[config.mk]
export PLATFORM = sky130hd
export DESIGN_NAME = websocket_frame_deframer
export DESIGN_NICKNAME = d
export VERILOG_FILES = /design/src/hdl/wsdf_pkg.sv /design/src/hdl/wsdf_front.sv /design/src/hdl/wsdf_queue.sv /design/src/hdl/wsdf_back.sv /design/src/hdl/websocket_frame_deframer.sv
export SDC_FILE = /design/constraint.sdc
export NUM_CORES = 1
export LEC_CHECK = 0
export BUFFER_PORTS_ARGS = -buffer_cell sky130_fd_sc_hd__buf_4
export CORE_ASPECT_RATIO = 1.75
export CORE_MARGIN = 5
export CORE_UTILIZATION = 35
export DETAILED_ROUTE_END_ITERATION = 12
export SYNTH_ARGS = -nofsm -noshare
export SYNTH_HDL_FRONTEND = slang
export SYNTH_HIERARCHICAL = 1
export SYNTH_SLANG_ARGS = --single-unit
[constraint.sdc]
create_clock -name clk -period 6.7 [get_ports clk]
set_input_delay 1.34 -clock clk [delete_from_list [all_inputs] [get_ports clk]]
set_output_delay 1.34 -clock clk [all_outputs]
set_load 0.1 [all_outputs]
[src/hdl/wsdf_pkg.sv]
package wsdf_pkg;

  // Defaults for the top-level parameters
  localparam int LEN_BITS_DEF    = 16;
  localparam int QUEUE_DEPTH_DEF = 2;

  // Frame opcodes
  localparam logic [3:0] OP_TEXT  = 4'h1;
  localparam logic [3:0] OP_CLOSE = 4'h8;
  localparam logic [3:0] OP_PING  = 4'h9;

  // 7-bit length codes that announce an extended length
  localparam logic [6:0] LEN7_EXT16 = 7'd126;
  localparam logic [6:0] LEN7_EXT64 = 7'd127;

  // Byte counts of the extended length and of the mask key
  localparam logic [3:0] EXT16_BYTES = 4'd2;
  localparam logic [3:0] EXT64_BYTES = 4'd8;
  localparam logic [3:0] KEY_BYTES   = 4'd4;

  localparam logic [15:0] MAX_LEN_RESET = 16'hFFFF;

  typedef enum logic [1:0] {
    EV_DATA     = 2'd0,
    EV_EMPTY    = 2'd1,
    EV_CLOSE    = 2'd2,
    EV_OVERSIZE = 2'd3
  } ev_kind_t;

  // One classified event from the parser to the output side
  typedef struct packed {
    ev_kind_t   kind;
    logic [7:0] rx_byte;   // raw payload byte, zero for non-data events
    logic [7:0] key_byte;  // mask key lane for this byte
    logic [3:0] opcode;
    logic       last;
  } ev_item_t;

endpackage

[src/hdl/wsdf_front.sv]
module wsdf_front #(
  parameter int LEN_BITS = wsdf_pkg::LEN_BITS_DEF
) (
  input  logic               clk,
  input  logic               rst_n,
  input  logic               byte_acc,
  input  logic [7:0]         rx_byte,
  input  logic               cfg_we,
  input  logic [15:0]        cfg_wdata,
  output logic               push,
  output wsdf_pkg::ev_item_t push_item
);

  localparam int CMP_W = (LEN_BITS > 16) ? LEN_BITS : 16;

  typedef enum logic [2:0] {
    PH_HDR0,
    PH_HDR1,
    PH_EXT,
    PH_KEY,
    PH_DATA
  } phase_t;

  phase_t              phase_r, phase_nxt;
  logic [3:0]          op_r, op_nxt;
  logic                mask_r, mask_nxt;
  logic [3:0]          ext_r, ext_nxt;
  logic [LEN_BITS-1:0] acc_r, acc_nxt;
  logic                ovf_r, ovf_nxt;
  logic [31:0]         key_r, key_nxt;
  logic [1:0]          lane_r, lane_nxt;
  logic [LEN_BITS-1:0] rem_r, rem_nxt;
  logic                stop_r, stop_nxt;
  logic [15:0]         max_len_r;

  logic                len_done;
  logic                hdr_done;
  logic                data_last;
  logic [7:0]          key_lane_byte;
  logic [LEN_BITS+7:0] acc_shift;

  assign acc_shift = {acc_r, rx_byte};

  always_comb begin
    case (lane_r)
      2'd0:    key_lane_byte = key_r[31:24];
      2'd1:    key_lane_byte = key_r[23:16];
      2'd2:    key_lane_byte = key_r[15:8];
      default: key_lane_byte = key_r[7:0];
    endcase
  end

  assign data_last = (rem_r <= LEN_BITS'(1));

  always_comb begin
    phase_nxt = phase_r;
    op_nxt    = op_r;
    mask_nxt  = mask_r;
    ext_nxt   = ext_r;
    acc_nxt   = acc_r;
    ovf_nxt   = ovf_r;
    key_nxt   = key_r;
    lane_nxt  = lane_r;
    rem_nxt   = rem_r;
    stop_nxt  = stop_r;
    len_done  = 1'b0;
    hdr_done  = 1'b0;
    push      = 1'b0;
    push_item = '{kind: wsdf_pkg::EV_DATA, rx_byte: 8'h00, key_byte: 8'h00,
                  opcode: op_r, last: 1'b1};

    if (byte_acc && !stop_r) begin
      unique case (phase_r)
        PH_HDR0: begin
          op_nxt    = rx_byte[3:0];
          phase_nxt = PH_HDR1;
        end
        PH_HDR1: begin
          mask_nxt = rx_byte[7];
          key_nxt  = 32'h0;
          ovf_nxt  = 1'b0;
          if (rx_byte[6:0] == wsdf_pkg::LEN7_EXT16 ||
              rx_byte[6:0] == wsdf_pkg::LEN7_EXT64) begin
            ext_nxt   = (rx_byte[6:0] == wsdf_pkg::LEN7_EXT16) ?
                        wsdf_pkg::EXT16_BYTES : wsdf_pkg::EXT64_BYTES;
            acc_nxt   = '0;
            phase_nxt = PH_EXT;
          end else begin
            acc_nxt  = LEN_BITS'(rx_byte[6:0]);
            len_done = 1'b1;
          end
        end
        PH_EXT: begin
          // flag any bits shifted out above the length width
          ovf_nxt = ovf_r | (acc_r[LEN_BITS-1 -: 8] != 8'h00);
          acc_nxt = acc_shift[LEN_BITS-1:0];
          ext_nxt = ext_r - 4'd1;
          len_done = (ext_nxt == 4'd0);
        end
        PH_KEY: begin
          key_nxt  = {key_r[23:0], rx_byte};
          ext_nxt  = ext_r - 4'd1;
          hdr_done = (ext_nxt == 4'd0);
        end
        PH_DATA: begin
          lane_nxt = lane_r + 2'd1;
          rem_nxt  = data_last ? '0 : rem_r - LEN_BITS'(1);
          if (data_last) begin
            phase_nxt = PH_HDR0;
          end
          if (op_r == wsdf_pkg::OP_TEXT || op_r == wsdf_pkg::OP_PING) begin
            push               = 1'b1;
            push_item.kind     = wsdf_pkg::EV_DATA;
            push_item.rx_byte  = rx_byte;
            push_item.key_byte = key_lane_byte;
            push_item.last     = data_last;
          end else if (op_r == wsdf_pkg::OP_CLOSE && data_last) begin
            stop_nxt       = 1'b1;
            push           = 1'b1;
            push_item.kind = wsdf_pkg::EV_CLOSE;
          end
        end
        default: begin
          phase_nxt = PH_HDR0;
        end
      endcase

      if (len_done) begin
        if (ovf_nxt || (CMP_W'(acc_nxt) > CMP_W'(max_len_r))) begin
          stop_nxt       = 1'b1;
          push           = 1'b1;
          push_item.kind = wsdf_pkg::EV_OVERSIZE;
        end else if (mask_nxt) begin
          ext_nxt   = wsdf_pkg::KEY_BYTES;
          phase_nxt = PH_KEY;
        end else begin
          hdr_done = 1'b1;
        end
      end

      if (hdr_done) begin
        if (acc_nxt == '0) begin
          phase_nxt = PH_HDR0;
          if (op_r == wsdf_pkg::OP_CLOSE) begin
            stop_nxt       = 1'b1;
            push           = 1'b1;
            push_item.kind = wsdf_pkg::EV_CLOSE;
          end else if (op_r == wsdf_pkg::OP_TEXT || op_r == wsdf_pkg::OP_PING) begin
            push           = 1'b1;
            push_item.kind = wsdf_pkg::EV_EMPTY;
          end
        end else begin
          rem_nxt   = acc_nxt;
          lane_nxt  = 2'd0;
          phase_nxt = PH_DATA;
        end
      end
    end
  end

  always_ff @(posedge clk) begin
    if (!rst_n) begin
      phase_r   <= PH_HDR0;
      op_r      <= 4'h0;
      mask_r    <= 1'b0;
      ext_r     <= 4'h0;
      acc_r     <= '0;
      ovf_r     <= 1'b0;
      key_r     <= 32'h0;
      lane_r    <= 2'd0;
      rem_r     <= '0;
      stop_r    <= 1'b0;
      max_len_r <= wsdf_pkg::MAX_LEN_RESET;
    end else begin
      phase_r <= phase_nxt;
      op_r    <= op_nxt;
      mask_r  <= mask_nxt;
      ext_r   <= ext_nxt;
      acc_r   <= acc_nxt;
      ovf_r   <= ovf_nxt;
      key_r   <= key_nxt;
      lane_r  <= lane_nxt;
      rem_r   <= rem_nxt;
      stop_r  <= stop_nxt;
      if (cfg_we) begin
        max_len_r <= cfg_wdata;
      end
    end
  end

  a_stopped_silent: assert property (@(posedge clk) disable iff (!rst_n)
    stop_r |-> !push)
    else $error("event pushed while parser stopped");

  a_terminal_stops: assert property (@(posedge clk) disable iff (!rst_n)
    push && (push_item.kind == wsdf_pkg::EV_CLOSE ||
             push_item.kind == wsdf_pkg::EV_OVERSIZE) |=> stop_r)
    else $error("terminal event did not stop parser");

  a_non_data_last: assert property (@(posedge clk) disable iff (!rst_n)
    push && push_item.kind != wsdf_pkg::EV_DATA |-> push_item.last)
    else $error("non-data event without last flag");

endmodule

[src/hdl/wsdf_queue.sv]
module wsdf_queue #(
  parameter int DEPTH = wsdf_pkg::QUEUE_DEPTH_DEF
) (
  input  logic               clk,
  input  logic               rst_n,
  input  logic               push,
  input  wsdf_pkg::ev_item_t push_item,
  input  logic               pop,
  output logic               full,
  output logic               head_valid,
  output wsdf_pkg::ev_item_t head_item
);

  localparam int PTR_W = (DEPTH > 1) ? $clog2(DEPTH) : 1;
  localparam int CNT_W = $clog2(DEPTH + 1);

  wsdf_pkg::ev_item_t slot_r [DEPTH];
  logic [PTR_W-1:0]   wr_ptr_r, rd_ptr_r;
  logic [CNT_W-1:0]   cnt_r;

  assign full       = (cnt_r == CNT_W'(DEPTH));
  assign head_valid = (cnt_r != '0);
  assign head_item  = slot_r[rd_ptr_r];

  always_ff @(posedge clk) begin
    if (push) begin
      slot_r[wr_ptr_r] <= push_item;
    end
  end

  always_ff @(posedge clk) begin
    if (!rst_n) begin
      wr_ptr_r <= '0;
      rd_ptr_r <= '0;
      cnt_r    <= '0;
    end else begin
      if (push) begin
        wr_ptr_r <= (wr_ptr_r == PTR_W'(DEPTH - 1)) ? '0 : wr_ptr_r + PTR_W'(1);
      end
      if (pop) begin
        rd_ptr_r <= (rd_ptr_r == PTR_W'(DEPTH - 1)) ? '0 : rd_ptr_r + PTR_W'(1);
      end
      if (push && !pop) begin
        cnt_r <= cnt_r + CNT_W'(1);
      end else if (pop && !push) begin
        cnt_r <= cnt_r - CNT_W'(1);
      end
    end
  end

  a_cnt_bound: assert property (@(posedge clk) disable iff (!rst_n)
    cnt_r <= CNT_W'(DEPTH))
    else $error("queue count above depth");

  a_no_overflow: assert property (@(posedge clk) disable iff (!rst_n)
    full && !pop |-> !push)
    else $error("push into full queue");

endmodule

[src/hdl/wsdf_back.sv]
module wsdf_back (
  input  logic               clk,
  input  logic               rst_n,
  input  logic               head_valid,
  input  wsdf_pkg::ev_item_t head_item,
  output logic               pop,
  output logic               out_tvalid,
  input  logic               out_tready,
  output logic [7:0]         out_tdata,
  output logic [5:0]         out_tuser,
  output logic               out_tlast
);

  logic       valid_r;
  logic [7:0] data_r;
  logic [5:0] user_r;
  logic       last_r;
  logic       load;

  assign load = !valid_r || out_tready;
  assign pop  = head_valid && load;

  always_ff @(posedge clk) begin
    if (!rst_n) begin
      valid_r <= 1'b0;
    end else if (load) begin
      valid_r <= head_valid;
    end
  end

  // unmask on the way out; non-data events carry a zero byte
  always_ff @(posedge clk) begin
    if (pop) begin
      data_r <= (head_item.kind == wsdf_pkg::EV_DATA) ?
                (head_item.rx_byte ^ head_item.key_byte) : 8'h00;
      user_r <= {head_item.opcode, head_item.kind};
      last_r <= head_item.last;
    end
  end

  assign out_tvalid = valid_r;
  assign out_tdata  = data_r;
  assign out_tuser  = user_r;
  assign out_tlast  = last_r;

endmodule

[src/hdl/websocket_frame_deframer.sv]
// Channel   Dir  Handshake                 Payload
// -------   ---  ------------------------  ------------------------------------------
// in_       in   in_tvalid / in_tready     in_tdata[7:0] rx_byte
// out_      out  out_tvalid / out_tready   out_tdata[7:0] data_byte,
//                                          out_tuser[1:0] event_kind,
//                                          out_tuser[5:2] frame_opcode,
//                                          out_tlast frame_last
// cfg_      in   cfg_we                    cfg_wdata[15:0] max_payload_len
//
// One byte per cycle while the event queue is not full. A byte's event reaches out_tvalid
// through the queue and then the output register: the parser classifies it, the queue
// holds it, the output register unmasks it.
// Reset (rst_n low, synchronous) returns the parser to the first header byte,
// clears the stop flag and sets max_payload_len to 65535.
// in_tready drops only when the event queue is full, i.e. once QUEUE_DEPTH events
// wait behind a held output beat; header bytes and skipped payload add nothing to
// the queue. A stopped parser keeps taking beats and drops them.
module websocket_frame_deframer #(
  parameter int LEN_BITS    = wsdf_pkg::LEN_BITS_DEF,
  parameter int QUEUE_DEPTH = wsdf_pkg::QUEUE_DEPTH_DEF
) (
  input  logic        clk,
  input  logic        rst_n,
  // receive byte stream
  input  logic        in_tvalid,
  output logic        in_tready,
  input  logic [7:0]  in_tdata,    // [7:0] rx_byte
  // event stream
  output logic        out_tvalid,
  input  logic        out_tready,
  output logic [7:0]  out_tdata,   // [7:0] data_byte
  output logic [5:0]  out_tuser,   // [1:0] event_kind, [5:2] frame_opcode
  output logic        out_tlast,   // frame_last
  // payload limit register
  input  logic        cfg_we,
  input  logic [15:0] cfg_wdata    // [15:0] max_payload_len
);

  logic               q_full;
  logic               byte_acc;
  logic               push;
  wsdf_pkg::ev_item_t push_item;
  logic               pop;
  logic               head_valid;
  wsdf_pkg::ev_item_t head_item;

  // Take a beat whenever the queue has room for the event it may cause
  assign in_tready = !q_full;
  assign byte_acc  = in_tvalid && in_tready;

  // Front: header parse, length check, key capture, event classification
  wsdf_front #(
    .LEN_BITS (LEN_BITS)
  ) u_front (
    .clk       (clk),
    .rst_n     (rst_n),
    .byte_acc  (byte_acc),
    .rx_byte   (in_tdata),
    .cfg_we    (cfg_we),
    .cfg_wdata (cfg_wdata),
    .push      (push),
    .push_item (push_item)
  );

  // Short queue: let the parser run while the output side stalls
  wsdf_queue #(
    .DEPTH (QUEUE_DEPTH)
  ) u_queue (
    .clk        (clk),
    .rst_n      (rst_n),
    .push       (push),
    .push_item  (push_item),
    .pop        (pop),
    .full       (q_full),
    .head_valid (head_valid),
    .head_item  (head_item)
  );

  // Back: unmask and hold the result beat until taken
  wsdf_back u_back (
    .clk        (clk),
    .rst_n      (rst_n),
    .head_valid (head_valid),
    .head_item  (head_item),
    .pop        (pop),
    .out_tvalid (out_tvalid),
    .out_tready (out_tready),
    .out_tdata  (out_tdata),
    .out_tuser  (out_tuser),
    .out_tlast  (out_tlast)
  );

endmodule
==> flow_summary.json, run 1 <==
{
  "status": "completed",
  "yosysWarnings": 6,
  "synth_cells": 877,
  "grt_max_degree": 64,
  "final.setup_skew_ns": 0.01243,
  "worstMarginPinSlew_ns": 1.184,
  "drt-total-wl_um": 21790,
  "postCtsSetupBuffers": 0,
  "nFillCells": 2281,
  "rr_startpoint": "u_front/phase_r[1]$_SDFFE_PN0P_",
  "end_kind": "register",
  "path_cells": "inv_1, a2bb2oi_1, a2bb2oi_1, buf_4, inv_1, ha_1, nand4_1, or4_1, o21ai_0, a21boi_0, o21ai_0, a22oi_1, o21ai_0, ha_1, or3_1, a21boi_1",
  "seqPwrFrac_pct": 35.5,
  "overflow": 0,
  "wl_per_cell_um": 17.98,
  "synth.avg_cell_area_um2": 9.162,
  "synth_largest_area_cell": "dfxtp_1",
  "area_delta_synth_final_pct": 14.59,
  "switching_share_pct": 40.76,
  "worstHoldStart": "u_front/key_r[29]$_SDFFE_PN0P_",
  "synth-seq-cells": 163,
  "synth-edff-count": 61,
  "min_to": "u_front/key_r[29]$_SDFFE_PN0P_",
  "synthTopCellsByArea": "dfxtp_1, edfxtp_1, a21oi_1",
  "hold-worst-slack_ns": 0.4545,
  "cts_resized": 0,
  "io_pins": 46,
  "place_congestion": 0.9109,
  "first_pass_iters": 6,
  "drcViolationCount": 0,
  "slowest_stage": "dfxtp_1",
  "arrival_ns": 5.84,
  "antenna_found_initial": 0,
  "cts_sinks": 163,
  "die_area_um2": 26210,
  "r2r-end": "u_queue/cnt_r[1]$_SDFFE_PN0P_",
  "yosysMostFrequentCell": "dfxtp_1",
  "htree_levels": 4,
  "hpwl_um": 15460,
  "critPathRequiredTime_ns": 7.06,
  "worstPathMaxFanout": 22,
  "yosysSeqAreaShare_pct": 48.21,
  "cts_tree": "done",
  "grt.total_usage_pct": 16.56,
  "die_h_um": 210.4,
  "comb_power_share_pct": 37.7,
  "fin_tns_setup_ns": 0,
  "fmax_mhz": 182.5,
  "viasPerCell": 5.552,
  "vias": 6729,
  "worst_path_largest_cell_delay_ns": 0.94,
  "grt_pass1_wl_um": 34640,
  "synth_flop_cell": "dfxtp_1",
  "rsz0062_at_grt": "no",
  "leakagePower_nw": 3.410,
  "setup_viol": 0,
  "path_clk_slew_ns": 0.06,
  "grt_pass1_vias": 6541,
  "numCtsBuffers": 17,
  "crit_top_cell": "o21ai_0",
  "cap_violations": 0,
  "internal-power_mw": 2.127,
  "final-max-slew-violation-count": 0,
  "drive_gt1_share_pct": 16.12,
  "ys_types": 71,
  "ir_worst_vdd_mv": 0.1603,
  "dr.first_iter.drc_count": 445,
  "hold_buffers": 0,
  "cts_buffer_depth": 2,
  "ant_nets": 0,
  "p_per_area_nw_per_um2": 390.0,
  "core_um2": 22650,
  "start_kind": "register",
  "root_buffer": "clkbuf_16",
  "fin_util_pct": 40.65,
  "insertion_delay_ns": 0.43,
  "synth_top_area_share_pct": 25.41,
  "fin_crit_ns": 5.478,
  "synth_area_um2": 8035,
  "finalHoldViolCount": 0,
  "numPortBuffers": 45,
  "die_w_um": 124.5,
  "final_nets": 953,
  "max_slew_margin_pct": 21.06,
  "syn-num-nets": 931,
  "reg2reg_setup_slack_ns": 1.22,
  "start_util_pct": 35.47,
  "async_flop_share_pct": 0,
  "min_path_cells": 2,
  "r2r_cells": 16,
  "rows": 73,
  "clkPwrFrac_pct": 26.8,
  "power_switching_mw": 1.464,
  "worstSetupPathType": "reg2reg",
  "finalCritPeriodShare_pct": 81.77,
  "worst_hold_path_type": "reg2reg",
  "synthTopCellsByCount": "dfxtp_1, nand2_1, a21oi_1",
  "antenna_cells": 0
}
-- area by class of cell --
class	count	area (um2)	share of cell area (%)
multi-input cells	615	3757	40.81
clock buffers	17	425.4	4.620
repair buffers	63	473.0	5.137
clock inverters	15	156.4	1.699
inverters	39	146.4	1.590
well taps	300	375.4	4.077
flip-flops and latches	163	3874	42.07
-- stage by stage --
step	area, um2	instances	worst slack (ns)	power, mW
after CTS	9208	1212	1.252	3.610
after floorplan	8035	877	0.9677	2.296
final	9208	1212	1.222	3.591
after detailed placement	8626	1180	1.002	2.641
after global placement	8626	1180	1.103	2.633
after global routing	9208	1212	0.7482	3.771
-- metal layers --
layer / GRT usage, % / share of wire [%]
met1: 17.55 / 37
met2: 29.22 / 52
met3: 4.006 / 4.5
met4: 10.71 / 6.3
met5: 0 / 0
-- how the worst max path moves through the flow --
stage                                          startpoint                             end
final                     u_front/phase_r[1]$_SDFFE_PN0P_   u_queue/cnt_r[1]$_SDFFE_PN0P_
after global routing      u_front/phase_r[1]$_SDFFE_PN0P_   u_queue/cnt_r[1]$_SDFFE_PN0P_
after CTS                 u_front/phase_r[1]$_SDFFE_PN0P_   u_queue/cnt_r[1]$_SDFFE_PN0P_
after detailed placement                      in_tdata[5]   u_queue/cnt_r[1]$_SDFFE_PN0P_
after global placement                        in_tdata[5]  u_queue/slot_r[0][9]$_DFFE_PP_
after floorplan                               in_tdata[5]  u_queue/slot_r[0][0]$_DFFE_PP_
-- logic make-up (layout without fill, tap and decap cells) --
| logic type | count (synthesis) | count (layout) | synth area share [%] |
|---|---|---|---|
| AO/OA/AOI/OAI | 244 | 244 | 19.28 |
| XOR/XNOR | 12 | 12 | 1.308 |
| adder cells (fa/ha/maj) | 25 | 25 | 3.893 |
| buffers and inverters | 99 | 134 | 5.154 |
| flip-flops | 163 | 163 | 48.21 |
| multiplexers | 26 | 26 | 3.597 |
| AND/OR/NAND/NOR | 308 | 308 | 18.56 |
-- cell usage in the layout (no fill, tap or decap), types with 4 or more instances in the layout --
master     count
nand4_1        8
edfxtp_1      61
a21o_1         4
o21ai_0       43
nor2b_1        6
a31o_2         5
clkbuf_16     17
a21oi_1       92
dfxtp_1      102
inv_1         37
o31ai_1        4
o211ai_1      23
ha_1          25
o22ai_1        5
nor2_1        68
and2_1        13
a31oi_1        7
a222oi_1       8
a32oi_1        5
and3_1         4
nand2_1       96
nor2_2         9
or3_1          4
clkinv_4       6
a22oi_1        6
nor3_1        12
a2bb2oi_1      5
xnor2_1        9
nor4_1         8
mux2_2        23
a32o_1         5
nand3_1       56
buf_4         63
a211oi_1      13
-- critical path: cells and delay by family, from the launching register on --
kind                     cells  cell delay (ns)
flip-flops                   1             0.94
buffers and inverters        3             0.61
adder cells (fa/ha/maj)      2             0.63
AO/OA/AOI/OAI                8             2.10
AND/OR/NAND/NOR              3             1.12
-- sequential cells by signal, summed over array words and instances (netlist names), named ones only --
signal,count
u_back/out_tvalid,1
u_queue/cnt_r,2
u_back/out_tuser,6
u_queue/slot_r,46
u_front/acc_r,16
u_queue/wr_ptr_r,1
u_front/lane_r,2
u_front/phase_r,3
u_front/mask_r,1
u_front/op_r,4
u_front/ext_r,4
u_front/stop_r,1
u_back/out_tdata,8
u_queue/rd_ptr_r,1
u_front/max_len_r,16
u_front/key_r,32
u_back/out_tlast,1
u_front/ovf_r,1
u_front/rem_r,16
-- power groups by stage --
stage	logic [mW]	registers (mW)	clock network (mW)
3_3_place_gp	1.34	1.29	0
3_5_place_dp	1.35	1.29	0
2_1_floorplan	0.708	1.59	0
5_1_grt	1.46	1.29	1.02
6_report	1.35	1.27	0.963
4_1_cts	1.35	1.27	0.985
No activity file was read; power rests on OpenSTA's default activity.
==> run 2: changes to the inputs <==
Clock period 6.7 ns to 4.9 ns, I/O delays scaled along.
==> run 2 against run 1 <==
  * Clock power grew 46%
  * Sequential share of layout area shrank 1.2 points
  * Global-route usage grew 0.31 points
  * Setup slack lost 0.74 ns
  * Clock skew shrank 0.0067 ns
  * Final cell count grew 2.1%
  * Register-to-register slack lost 0.74 ns
  * Wire length grew 0.78%
  * Utilization grew 1.2 points
  * Combinational power grew 40%
  * Hold slack is essentially flat
  * Cell area grew 2.9%
  * Critical endpoint unchanged
  * Largest cell class unchanged
  * Largest power group unchanged
==> flow_summary.json, run 2 (synthesis results as in run 1) <==
{
  "status": "completed",
  "reg_top3": "u_queue/slot_r: 46 flops, u_front/key_r: 32 flops",
  "arrival_ns": 4.79,
  "switching_share_pct": 40.14,
  "core_um2": 22650,
  "die_h_um": 210.4,
  "regMostFlops": "u_queue/slot_r",
  "antenna_cells": 0,
  "start_util_pct": 35.47,
  "finalCritPeriodShare_pct": 90.10,
  "use_met3_pct": 3.245,
  "postCtsSetupBuffers": 0,
  "numPortBuffers": 45,
  "largest_reg_flops": 46,
  "reg2reg_setup_slack_ns": 0.48,
  "area_delta_synth_final_pct": 17.94,
  "grt.total_usage_pct": 16.87,
  "p_per_area_nw_per_um2": 533.8,
  "vias": 6709,
  "cp-startpoint": "u_front/phase_r[1]$_SDFFE_PN0P_",
  "drcViolationCount": 0,
  "drive_gt1_share_pct": 18.87,
  "final.setup_skew_ns": 0.005780,
  "place_area_um2": 8851,
  "cts_tree": "done",
  "grt_pass1_wl_um": 34960,
  "final_cell_mix": "dfxtp_1, nand2_1, a21oi_1",
  "dr.first_iter.drc_count": 613,
  "nFillCells": 2291,
  "first_pass_iters": 5,
  "fmax_mhz": 226.5,
  "worstPathMaxFanout": 16,
  "final-max-slew-violation-count": 0,
  "drt-total-wl_um": 21960,
  "overflow": 0,
  "worstSetupPathType": "reg2reg",
  "critPathRequiredTime_ns": 5.28,
  "finalHoldViolCount": 0,
  "r2r-end": "u_queue/cnt_r[1]$_SDFFE_PN0P_",
  "seqPwrFrac_pct": 34.8,
  "setup_viol": 0,
  "grt_max_degree": 41,
  "hold-worst-slack_ns": 0.4550,
  "rsz0062_at_grt": "no",
  "insertion_delay_ns": 0.45,
  "io_pins": 46,
  "rows": 73,
  "grt_pass1_vias": 6588,
  "start_kind": "register",
  "cts_buffer_depth": 2,
  "hpwl_um": 15770,
  "fin_crit_ns": 4.415,
  "numCtsBuffers": 17,
  "worstHoldStart": "u_front/key_r[27]$_SDFFE_PN0P_",
  "place_congestion": 0.8789,
  "layout_commonest_cell": "dfxtp_1",
  "clkPwrFrac_pct": 27.9,
  "htree_levels": 4,
  "multi_input_area_um2": 3770,
  "cts_resized": 0,
  "cap_violations": 0,
  "worstMarginPinSlew_ns": 1.083,
  "antenna_found_initial": 0,
  "layout_setup_ws_ns": 0.4849,
  "seqCellArea_um2": 3875,
  "hold_buffers": 0,
  "worst_hold_path_type": "reg2reg",
  "place_ws_ns": -0.03389,
  "ant_nets": 0,
  "ir_worst_vdd_mv": 0.2684,
  "viasPerCell": 5.419,
  "internal-power_mw": 3.028,
  "wl_per_cell_um": 17.74,
  "max_slew_margin_pct": 27.61,
  "power_switching_mw": 2.030,
  "path_clk_slew_ns": 0.07,
  "design_area_um2": 9477,
  "final_nets": 979,
  "rr_startpoint": "u_front/phase_r[1]$_SDFFE_PN0P_",
  "r2r_cells": 19,
  "cts_sinks": 163,
  "die_area_um2": 26210,
  "comb_power_share_pct": 37.3,
  "min_path_cells": 2,
  "met2_usage_pct": 30.64,
  "busiest_layer": "met2",
  "die_w_um": 124.5,
  "root_buffer": "clkbuf_16",
  "min_to": "u_front/key_r[27]$_SDFFE_PN0P_",
  "grtUsageMet1_pct": 17.93,
  "end_kind": "register",
  "leakagePower_nw": 3.570
}
## run 2: how the worst max path moves through the flow
| stage | end | slack, ns | depth (start not counted) |
|---|---|---|---|
| 6_report | u_queue/cnt_r[1]$_SDFFE_PN0P_ | 0.48 | 19 |
| 5_1_grt | u_queue/cnt_r[1]$_SDFFE_PN0P_ | 0.08 | 18 |
| 4_1_cts | u_queue/cnt_r[1]$_SDFFE_PN0P_ | 0.23 | 18 |
| 3_5_place_dp | u_queue/cnt_r[1]$_SDFFE_PN0P_ | -0.03 | 18 |
| 3_3_place_gp | u_queue/slot_r[1][9]$_DFFE_PP_ | -0.0004 | 18 |
| 2_1_floorplan | u_queue/slot_r[1][0]$_DFFE_PP_ | 0.03 | 15 |
## run 2: final cells by class
| class | count | share of cell area [%] |
|---|---|---|
| clock buffers | 17 | 4.489 |
| well taps | 300 | 3.961 |
| inverters | 39 | 1.545 |
| multi-input cells | 615 | 39.78 |
| flip-flops and latches | 163 | 40.89 |
| repair buffers | 89 | 7.314 |
| clock inverters | 15 | 2.020 |
## run 2: stage by stage
stage / instances / utilization, % / setup TNS (ns) / total power [mW]
global placement: 1206 / 39.07 / -0.001234 / 3.657
detailed placement: 1206 / 39.07 / -0.8329 / 3.669
floorplan: 877 / - / 0 / 3.140
finish: 1238 / 41.84 / 0 / 5.059
global route: 1238 / 41.84 / 0 / 5.305
CTS: 1238 / 41.80 / 0 / 5.093
## run 2: worst max-delay path, stage by stage (launching register included)
cell      delay [ns]
dfxtp_1         0.48
buf_4           0.27
nor2_8          0.09
a32oi_1         0.15
and2_1          0.25
inv_1           0.11
ha_1            0.32
nand4_1         0.18
or4_1           0.60
a21oi_1         0.12
or4b_2          0.12
o21ai_0         0.12
a21boi_1        0.25
o21ai_0         0.17
a22oi_1         0.17
o21ai_1         0.10
ha_1            0.22
xor2_1          0.15
or3_1           0.31
a21boi_1        0.14
## run 2: power groups by stage
stage / Clock, mW / Combinational, mW / Sequential (mW)
2_1_floorplan: 0 / 0.969 / 2.17
3_3_place_gp: 0 / 1.88 / 1.78
3_5_place_dp: 0 / 1.89 / 1.78
4_1_cts: 1.45 / 1.89 / 1.75
5_1_grt: 1.50 / 2.03 / 1.78
6_report: 1.41 / 1.89 / 1.76
## run 2: metal layers
metal  vias up  share of wire [%]
li1       3272                  -
met1      3224                 38
met2       161                 54
met3        52                3.6
met4         0                5.1
met5         -                  0
==> run 3: changes to the inputs <==
--- a/config.mk
+++ b/config.mk
@@ -8,3 +8,2 @@
 export BUFFER_PORTS_ARGS = -buffer_cell sky130_fd_sc_hd__buf_4
-export CORE_ASPECT_RATIO = 1.75
 export CORE_MARGIN = 5
==> constraint.sdc (replaced) <==
create_clock -name clk -period 5.45 [get_ports clk]
set_input_delay 1.09 -clock clk [delete_from_list [all_inputs] [get_ports clk]]
set_output_delay 1.09 -clock clk [all_outputs]
set_load 0.02 [all_outputs]
==> run 3 against run 2 <==
  * Cell area down 2.1%
  * Final cell count down 2.8%
  * First-iteration DRC count up 2.0%
  * Total power down 20%
  * Global-route usage down 1.1 points
  * Critical path type unchanged
  * Non-clock buffer count down 20
  * Critical path depth down 2
  * Clock power down 16%
  * Flip-flop and latch count unchanged
  * Maximum frequency down 11%
  * Sequential power down 10%
  * Utilization down 0.87 points
==> flow_summary.json, run 3 (synthesis results as in run 1) <==
{
  "finalPower_mw": 4.061,
  "path_buf_inv": 1,
  "core_um2": 22640,
  "start_kind": "register",
  "drcViolationCount": 0,
  "die_w_um": 161.5,
  "fmax_mhz": 202.3,
  "design_area_um2": 9275,
  "htree_levels": 4,
  "place_area_um2": 8677,
  "worstPathMaxFanout": 17,
  "final_cell_mix": "dfxtp_1, nand2_1, a21oi_1",
  "ir_worst_vdd_mv": 0.1636,
  "overflow": 0,
  "grt_max_degree": 69,
  "final.setup_skew_ns": 0.01658,
  "worst_hold_path_type": "reg2reg",
  "root_buffer": "clkbuf_16",
  "insertion_delay_ns": 0.43,
  "reg_top3": "u_queue/slot_r: 46 flops, u_front/key_r: 32 flops",
  "antenna_cells": 0,
  "grt_pass1_vias": 6163,
  "reg2reg_setup_slack_ns": 0.51,
  "numPortBuffers": 45,
  "end_kind": "register",
  "rsz0062_at_grt": "no",
  "fin_crit_ns": 4.942,
  "nFillCells": 2220,
  "place_congestion": 0.8731,
  "crit_top_cell": "o21ai_0",
  "cts_sinks": 163,
  "vias": 6532,
  "path_clk_slew_ns": 0.07,
  "wl_per_cell_um": 16.96,
  "fin_tns_setup_ns": 0,
  "slowest_stage": "or4b_2",
  "largest_reg_flops": 46,
  "ant_nets": 0,
  "grt.total_usage_pct": 15.82,
  "cap_violations": 0,
  "leakagePower_nw": 3.449,
  "dp_cells": 1171,
  "worst_path_largest_cell_delay_ns": 0.62,
  "drive_gt1_share_pct": 16.99,
  "viasPerCell": 5.430,
  "final_nets": 959,
  "io_pins": 46,
  "setup_viol": 0,
  "crit_family": "simple AND/OR/NAND/NOR gates",
  "dr.first_iter.drc_count": 625,
  "cts_tree": "done",
  "grt_pass1_wl_um": 33220,
  "die_h_um": 161.5,
  "final-max-slew-violation-count": 0,
  "cts_buffer_depth": 2,
  "fin_cells": 1203,
  "max_slew_margin_pct": 27.97,
  "arrival_ns": 5.30,
  "rows": 55,
  "worstMarginPinSlew_ns": 1.078,
  "hpwl_um": 14060,
  "path_cells": "clkinv_1, and3_1, a21oi_1, o21ai_0, ha_1, nand4_1, or4_1, a21oi_1, or4b_2, o21ai_1, a21boi_0, o21ai_0, a22oi_1, o21ai_0, ha_1, or3_1, a21boi_1",
  "regMostFlops": "u_queue/slot_r",
  "finalCritPeriodShare_pct": 90.68,
  "layout_commonest_cell": "dfxtp_1",
  "drt-total-wl_um": 20400,
  "die_area_um2": 26090,
  "antenna_found_initial": 0,
  "area_delta_synth_final_pct": 15.43,
  "critPathRequiredTime_ns": 5.80,
  "status": "completed",
  "p_per_area_nw_per_um2": 437.8,
  "postCtsSetupBuffers": 0,
  "first_pass_iters": 5,
  "finalHoldViolCount": 0,
  "numCtsBuffers": 17,
  "worstSetupPathType": "reg2reg",
  "start_util_pct": 35.49
}
## run 3: layer usage
metal  global-route usage, %  part of all wire, %  wire length [um]
met5                       0                    0                 0
met4                   5.235                  2.1               432
met3                   3.725                  5.9              1195
met2                   24.28                   46              9307
met1                   22.02                   46              9463
## run 3: timing repair
| item | 4_1_cts | 5_1_grt |
|---|---|---|
| hold buffers | 0 | 0 |
| gates resized for setup | 0 | 2 |
| endpoints found under the setup margin | 0 | 17 |
## run 3: cell type report
class                      count  area, um2  share of cell area, %
sequential                   163       3874                  41.76
multi-input combinational    615       3764                  40.58
timing repair buffer          69      543.0                  5.855
clock buffer                  17      425.4                  4.587
tap                          285      356.6                  3.845
clock inverter                15      166.4                  1.794
inverter                      39      146.4                  1.578
## run 3: through the flow
step | setup slack, ns | hold WS (ns) | utilization, %
6_report | 0.5079 | 0.4552 | 40.97
5_1_grt | 0.06160 | 0.4761 | 40.97
4_1_cts | 0.4804 | 0.4529 | 40.94
3_5_place_dp | 0.2236 | 0.4448 | 38.33
3_3_place_gp | 0.2974 | 0.4394 | 38.33
2_1_floorplan | 0.3950 | 0.4315 | -
## run 3: final timing paths
| check | to | from | depth (start not counted) |
|---|---|---|---|
| max | u_queue/cnt_r[1]$_SDFFE_PN0P_ | u_front/phase_r[2]$_SDFFE_PN0P_ | 17 |
| min | u_front/key_r[30]$_SDFFE_PN0P_ | u_front/key_r[30]$_SDFFE_PN0P_ | 2 |
| max reg2reg | u_queue/cnt_r[1]$_SDFFE_PN0P_ | u_front/phase_r[2]$_SDFFE_PN0P_ | 17 |
| min reg2reg | u_front/key_r[30]$_SDFFE_PN0P_ | u_front/key_r[30]$_SDFFE_PN0P_ | 2 |
## run 3: power breakdown
| group | switching (mW) | internal [mW] |
|---|---|---|
| combinational | 0.782 | 0.508 |
| clock | 0.573 | 0.620 |
| sequential | 0.136 | 1.44 |
| total | 1.49 | 2.57 |
## run 3: worst reg2reg max path, delay by kind of cell, from the launching register on
family                   cells  cell delay (ns)
AO/OA/AOI/OAI                9             1.63
flip-flops                   1             0.34
AND/OR/NAND/NOR              5             1.72
adder cells (fa/ha/maj)      2             0.71
buffers and inverters        1             0.45
